[src/sv/hsr_pkg.sv]
// Shared constants for the Heron square root pipeline.
package hsr_pkg;
	localparam int RADICAND_W = 17;
	localparam int ROOT_W     = 32;
endpackage

[src/sv/hsr_cell.sv]
// One restoring-division cell: one quotient bit; the step's last cell also updates the estimate.
module hsr_cell import hsr_pkg::*; #(
	parameter int IB    = 17,
	parameter int XW    = 34,
	parameter int NB    = 49,
	parameter int SHIFT = 32,
	parameter int POS   = 0,
	parameter bit LAST  = 1'b0
) (
	input  logic          clk,
	input  logic          arst_n,
	input  logic          en,
	input  logic          v_in,
	input  logic [IB-1:0] r_in,
	input  logic [XW-1:0] x_in,
	input  logic [XW-1:0] rem_in,
	input  logic [NB-1:0] q_in,
	output logic          v_out,
	output logic [IB-1:0] r_out,
	output logic [XW-1:0] x_out,
	output logic [XW-1:0] rem_out,
	output logic [NB-1:0] q_out
);
	localparam int RIDX = (POS >= SHIFT) ? POS - SHIFT : 0;

	logic          num_bit;
	logic [XW:0]   trial;
	logic          ge;
	logic [XW:0]   diff;
	logic [XW-1:0] rem_n;
	logic [NB-1:0] q_n;
	logic [NB:0]   nx_w;
	logic [XW-1:0] nx;
	logic          v_s1;
	logic [IB-1:0] r_s1;
	logic [XW-1:0] x_s1;
	logic [XW-1:0] rem_s1;
	logic [NB-1:0] q_s1;

	always_comb begin
		num_bit = (POS >= SHIFT) ? r_in[RIDX] : 1'b0;
		trial   = {rem_in, num_bit};
		ge      = trial >= {1'b0, x_in};
		diff    = trial - {1'b0, x_in};
		rem_n   = ge ? diff[XW-1:0] : trial[XW-1:0];
		q_n     = {q_in[NB-2:0], ge};
		// floor((x + q) / 2) without overflow
		nx_w    = (NB+1)'(x_in >> 1) + (NB+1)'(q_n >> 1)
		        + (NB+1)'(x_in[0] & q_n[0]);
		nx      = XW'(nx_w);
		if (nx == '0) begin
			nx = XW'(1);
		end
	end

	always_ff @(posedge clk or negedge arst_n) begin
		if (!arst_n) begin
			v_s1 <= 1'b0;
		end else if (en) begin
			v_s1 <= v_in;
		end
	end

	always_ff @(posedge clk) begin
		if (en) begin
			r_s1 <= r_in;
			if (LAST) begin
				x_s1   <= nx;
				rem_s1 <= '0;
				q_s1   <= '0;
			end else begin
				x_s1   <= x_in;
				rem_s1 <= rem_n;
				q_s1   <= q_n;
			end
		end
	end

	assign v_out   = v_s1;
	assign r_out   = r_s1;
	assign x_out   = x_s1;
	assign rem_out = rem_s1;
	assign q_out   = q_s1;
endmodule

[config.mk]
export PLATFORM = sky130hd
export DESIGN_NAME = hsr_cell
export DESIGN_NICKNAME = d
export VERILOG_FILES = /design/src/sv/hsr_pkg.sv /design/src/sv/hsr_cell.sv
export SDC_FILE = /design/constraint.sdc
export NUM_CORES = 1
export LEC_CHECK = 0
export BUFFER_PORTS_ARGS = -buffer_cell sky130_fd_sc_hd__buf_2
export CAP_MARGIN = 20
export CORE_MARGIN = 2
export CORE_UTILIZATION = 48
export CTS_CLUSTER_DIAMETER = 150
export DETAILED_ROUTE_END_ITERATION = 16
export PLACE_DENSITY = 0.81
export REMOVE_ABC_BUFFERS = 1
export SLEW_MARGIN = 20
export SYNTH_ARGS = -nofsm -noshare
export SYNTH_HDL_FRONTEND = slang
export SYNTH_SLANG_ARGS = --single-unit
[constraint.sdc]
create_clock -name clk -period 0.84 [get_ports clk]
set_clock_uncertainty 0.05 [all_clocks]
set_input_delay 0.042 -clock clk [delete_from_list [all_inputs] [get_ports clk]]
set_output_delay 0.042 -clock clk [all_outputs]
set_load 0.005 [all_outputs]
Word level (Yosys, flattened, before mapping)
Cells that the tools add are included.
{ "classes": {"add_sub_neg": 1, "magnitude_cmp": 1, "n_mux": 1} }
{ "op_table": {"columns": ["cell", "count"], "rows": [
  ["35-bit by 34-bit >= comparator with 1-bit output", 1],
  ["34-bit 2-to-1 mux", 1],
  ["34-bit subtractor", 1]
]} }
{ "totals": {"word_cells": 9, "input_bits": 138, "ff_bits": 135} }

Longest topological paths before layout
{ "logic_depth": {"word_depth": 2, "ltp_mapped": 14, "ltp_nobuf": 11} }

Least setup slack after synthesis
Ideal clock, no wire load.
{ "synth_path": {"kind": "in2reg", "start": "in x_in[0]", "end": "reg rem_s1[32] (netlist: rem_out[32]) (data pin)", "required_time_ns": 0.530, "t_arrival_ns": 2.539, "path_stages": 10, "setup_slack_ns": -2.009, "cell_sequence": "inv_1 > fa_1 > a21o_1 > a221oi_4 > a211oi_2 > a311o_2 > a21oi_1 > nor3_1 > or3b_1 > mux2_4"} }
{ "synth_between": {"elab_chain_len": 2, "word_cells_on_any_way": 3, "cone_classes": "add/sub (1); order compare (1); mux (1)"} }
{ "synth_rtl": {"columns": ["element", "line_no", "text"], "rows": [
  ["from (decl)", "hsr_cell.sv:15", "input logic [XW-1:0] x_in,"],
  ["34-bit subtractor or 35-bit by 34-bit >= comparator with 1-bit output (tied branches)", "hsr_cell.sv:44, hsr_cell.sv:43", null],
  ["34-bit 2-to-1 mux (*)", "hsr_cell.sv:45", "rem_n = ge ? diff[XW-1:0] : trial[XW-1:0];"],
  ["via rem_n[32]", "hsr_cell.sv:30", "logic [XW-1:0] rem_n;"],
  ["to (signal assigned)", "hsr_cell.sv:73", "rem_s1 <= rem_n;"],
  ["to (decl)", "hsr_cell.sv:37", "logic [XW-1:0] rem_s1;"]
]} }
The timed path passes the listed nets; every way through them passes the cells marked *.
A chain may end at the register's enable or synchronous reset.

Worst setup path after layout
{ "layout_path": {"start": "in x_in[28]", "end": "reg rem_s1[22] (netlist: rem_out[22]) (data pin)"} }
{ "layout_between": {"elab_chain_len": 2} }
{ "layout_rtl": {"columns": ["element", "line_no", "text"], "rows": [
  ["35-bit by 34-bit >= comparator with 1-bit output", "hsr_cell.sv:43", "ge = trial >= {1'b0, x_in};"],
  ["34-bit 2-to-1 mux", "hsr_cell.sv:45", null],
  ["via rem_n[22]", "hsr_cell.sv:30", null]
]} }
The timed path passes the listed nets, and every way through them passes these cells.

==> results.tsv <==
stage	metric	value	unit
logic_synthesis	multiplexer share of the synthesized area	5.83	%
layout	Nets	1185	
die	die area	14600	um2
logic_synthesis	Unique masters post-synth	68	
worst_setup_path	worst endpoint data arrival time	2690	ps
route	WL met1	10.2	mm
place	pre-CTS setup slack	-2280	ps
logic_synthesis	number of synthesized flops with an enable pin	134	
place	DP HPWL	14.5	mm
power_and_ir_drop	Pleak	0.00532	uW
logic_synthesis	Post-Synth Adder-Cell Area	6.81	%
clocking	Clock Sinks	135	
grt	initial antenna violation count	6	
sta	Max Fclk	0.390	GHz
logic_synthesis	Synth Instances	467	
outcome	failing checks	negative hold slack, negative setup slack	
route	drt pass-1 iters	7	
worst_setup_path	critical path fanouts, max	6	
logic_synthesis	Synth Area in Compound Gates	11.9	%
logic_synthesis	Post-Synth Simple-Gate Area	6.42	%
route	Top Metal Used	met4	
logic_synthesis	post-synthesis xor/xnor area fraction	3.61	%
run	max cap viols	0	
die	Initial Util	49.2	%
clocking	CTS tree	built	
logic_synthesis	syn_area_per_cell	14.0	um2
sta	hold violation count in the final report	8	
clocking	H-tree depth	4	
route	met2 wire len	15.8	mm
clocking	Clock Pin Slew Worst Setup and Hold Paths	60	ps
die	I/O pins	273	
route	Remaining DRCs	0	
logic_synthesis	Synth top cells by count	134 x edfxtp_1, 40 x inv_1, 34 x ha_1	
logic_synthesis	Synth Warn #	0	
route	drt total wl	32.1	mm
logic_synthesis	Synth area leader	edfxtp_1	
clocking	Clock Path Buffers	2	
logic_synthesis	register bit count reported by yosys	135	
route	First DRT Iteration DRCs	972	
layout	layout cells sized above 1	54.3	%
sta	final worst slack	-1720	ps
clocking	total CTS buffers	17	
sta	Period minus WS final	2560	ps
logic_synthesis	Seq/Total Area, Yosys	61.9	%
route	routed len/inst	26.5	um
die	Die Y	121	um
clocking	Root Driver	clkbuf_16	
layout	area growth from synthesis to layout	80.3	%
worst_setup_path	startpoint types	input pin	
sta	Final Max Tran Viols	0	
sta	period utilization	305	%
die	die width	121	um
logic_synthesis	share of Yosys cell area claimed by the top area cell type	61.5	%
grt	All-Layer GR Usage	33.3	%
logic_synthesis	area of the mapped netlist	6550	um2
sta	Worst-Margin Slew	566	ps
route	DR vias/cell	6.09	
logic_synthesis	Async S/R FF share, synth	0.741	%
worst_setup_path	Worst Setup End Kind	register	
die	Core Rows	42	
route	via count	7373	
route	WL met3	2.94	mm
logic_synthesis	top post-synthesis cells by area	edfxtp_1 61%, ha_1 6.5%, mux2_2 3.6%	
logic_synthesis	count leader, synth	edfxtp_1	
grt	Remaining Overflow, GRT	0	
worst_setup_path	critical path type	in -> reg	
logic_synthesis	Primary FF master, synth	edfxtp_1	
power_and_ir_drop	VDD IR max	1.29	mV
die	core area	13300	um2
grt	first-pass GRT wire length	36.5	mm
sta	headroom to the max-slew limit	62.0	%
worst_hold_path	min-delay worst type	in -> reg	
sta	unrepaired setup endpoints after global routing	yes	
power_and_ir_drop	power per cell area	1920	nW/um2
grt	largest net degree at the start of global routing	29	
sta	Finish-stage setup viols	170	
clocking	clock latency on the worst-skew pair	420	ps
route	Antenna Nets Post-Route	0	
outcome	status	finished, violations left	
place	Port Buffers	271	
place	GPL Wtd Cong	0.918	
logic_synthesis	largest family of logic cells by synthesized area	compound AO/OA/AOI/OAI gates	
power_and_ir_drop	total power	22600	uW
grt	number of global-route vias before repair	6798	
sta	Hold Slack	-92.7	ps
layout	Util after Layout	88.7	%
worst_setup_path	Critical Path RT	960	ps
## metal layers
metal	up-vias	GRT usage, %
met5	-	0
met4	0	19.6
met3	259	6.98
met2	746	61.4
met1	3480	34.6
li1	2888	-
## final cells by class
cell class / count / area (um2)
diodes: 10 / 25.0
clock inverters: 13 / 170
clock buffers: 19 / 433
multi-input cells: 278 / 2780
fillers: 496 / 1500
repair buffers: 539 / 3950
inverters: 41 / 174
flip-flops and latches: 135 / 4050
well taps: 176 / 220
## sequential cells by signal (all words and copies together) (netlist names)
register / cells
r_out: 17
v_out: 1
q_out: 49
rem_out: 34
x_out: 34
## kinds of logic after synthesis
kind of cell | count (synthesis)
compound gates | 110
xor+xnor | 27
fa+ha+maj | 35
buf+inv | 54
flops | 135
mux | 31
simple gates | 75
## what timing repair did
action | 4_1_cts | 5_1_grt
cloned | 2 | 0
setup endpoints to repair | 170 | 172
pin swaps | 27 | 34
hold buffers | 120 | 2
hold endpoints to repair | 131 | 11
resized for setup | 73 | 73
setup buffers | 9 | 14
## power breakdown
| part | internal, uW | switching, uW | leakage, uW |
|---|---|---|---|
| sequential | 8230 | 282 | 0.00132 |
| clock | 4710 | 3260 | 0.000285 |
| combinational | 3210 | 2940 | 0.00371 |
| total | 16200 | 6480 | 0.00532 |
## final timing paths
path,slack [ps],cells after the start,start,end
min in group asynchronous,490,3,arst_n,v_out
hold / removal,-90,2,rem_in[13],rem_out[14]
max in group asynchronous,140,3,arst_n,v_out
setup reg to reg,40,1,v_out,v_out
setup / recovery,-1720,14,x_in[28],rem_out[22]
hold reg to reg,480,1,v_out,v_out
## through the flow
stage	area [um2]	instances	setup TNS [ps]
floorplan	6470	454	-66610
global placement	9060	1027	-67450
detailed placement	9060	1027	-68880
CTS	11400	1190	-72010
global route	11800	1207	-93400
finish	11800	1211	-84260
## critical path, stage by stage
cell	delay [ps]
buf_2	120
inv_1	80
ha_4	290
buf_6	130
nand4_1	180
nor3b_4	280
nand4b_1	250
nor4_4	390
a2111oi_4	100
o21a_4	170
inv_8	90
buf_12	120
buf_12	120
mux2_4	310
## layout by cell type (no fill, tap or decap), types with 14 or more instances in the layout
cell type and n:
a21o_1 17, a21oi_1 27, buf_6 18, clkbuf_16 17, nand2_1 15, ha_4 18
edfxtp_1 134, inv_1 26, ha_1 16, dlygate4sd3_1 121, mux2_4 28, xnor2_1 14
buf_2 256, buf_4 129
(Power assumes the default switching activity.)
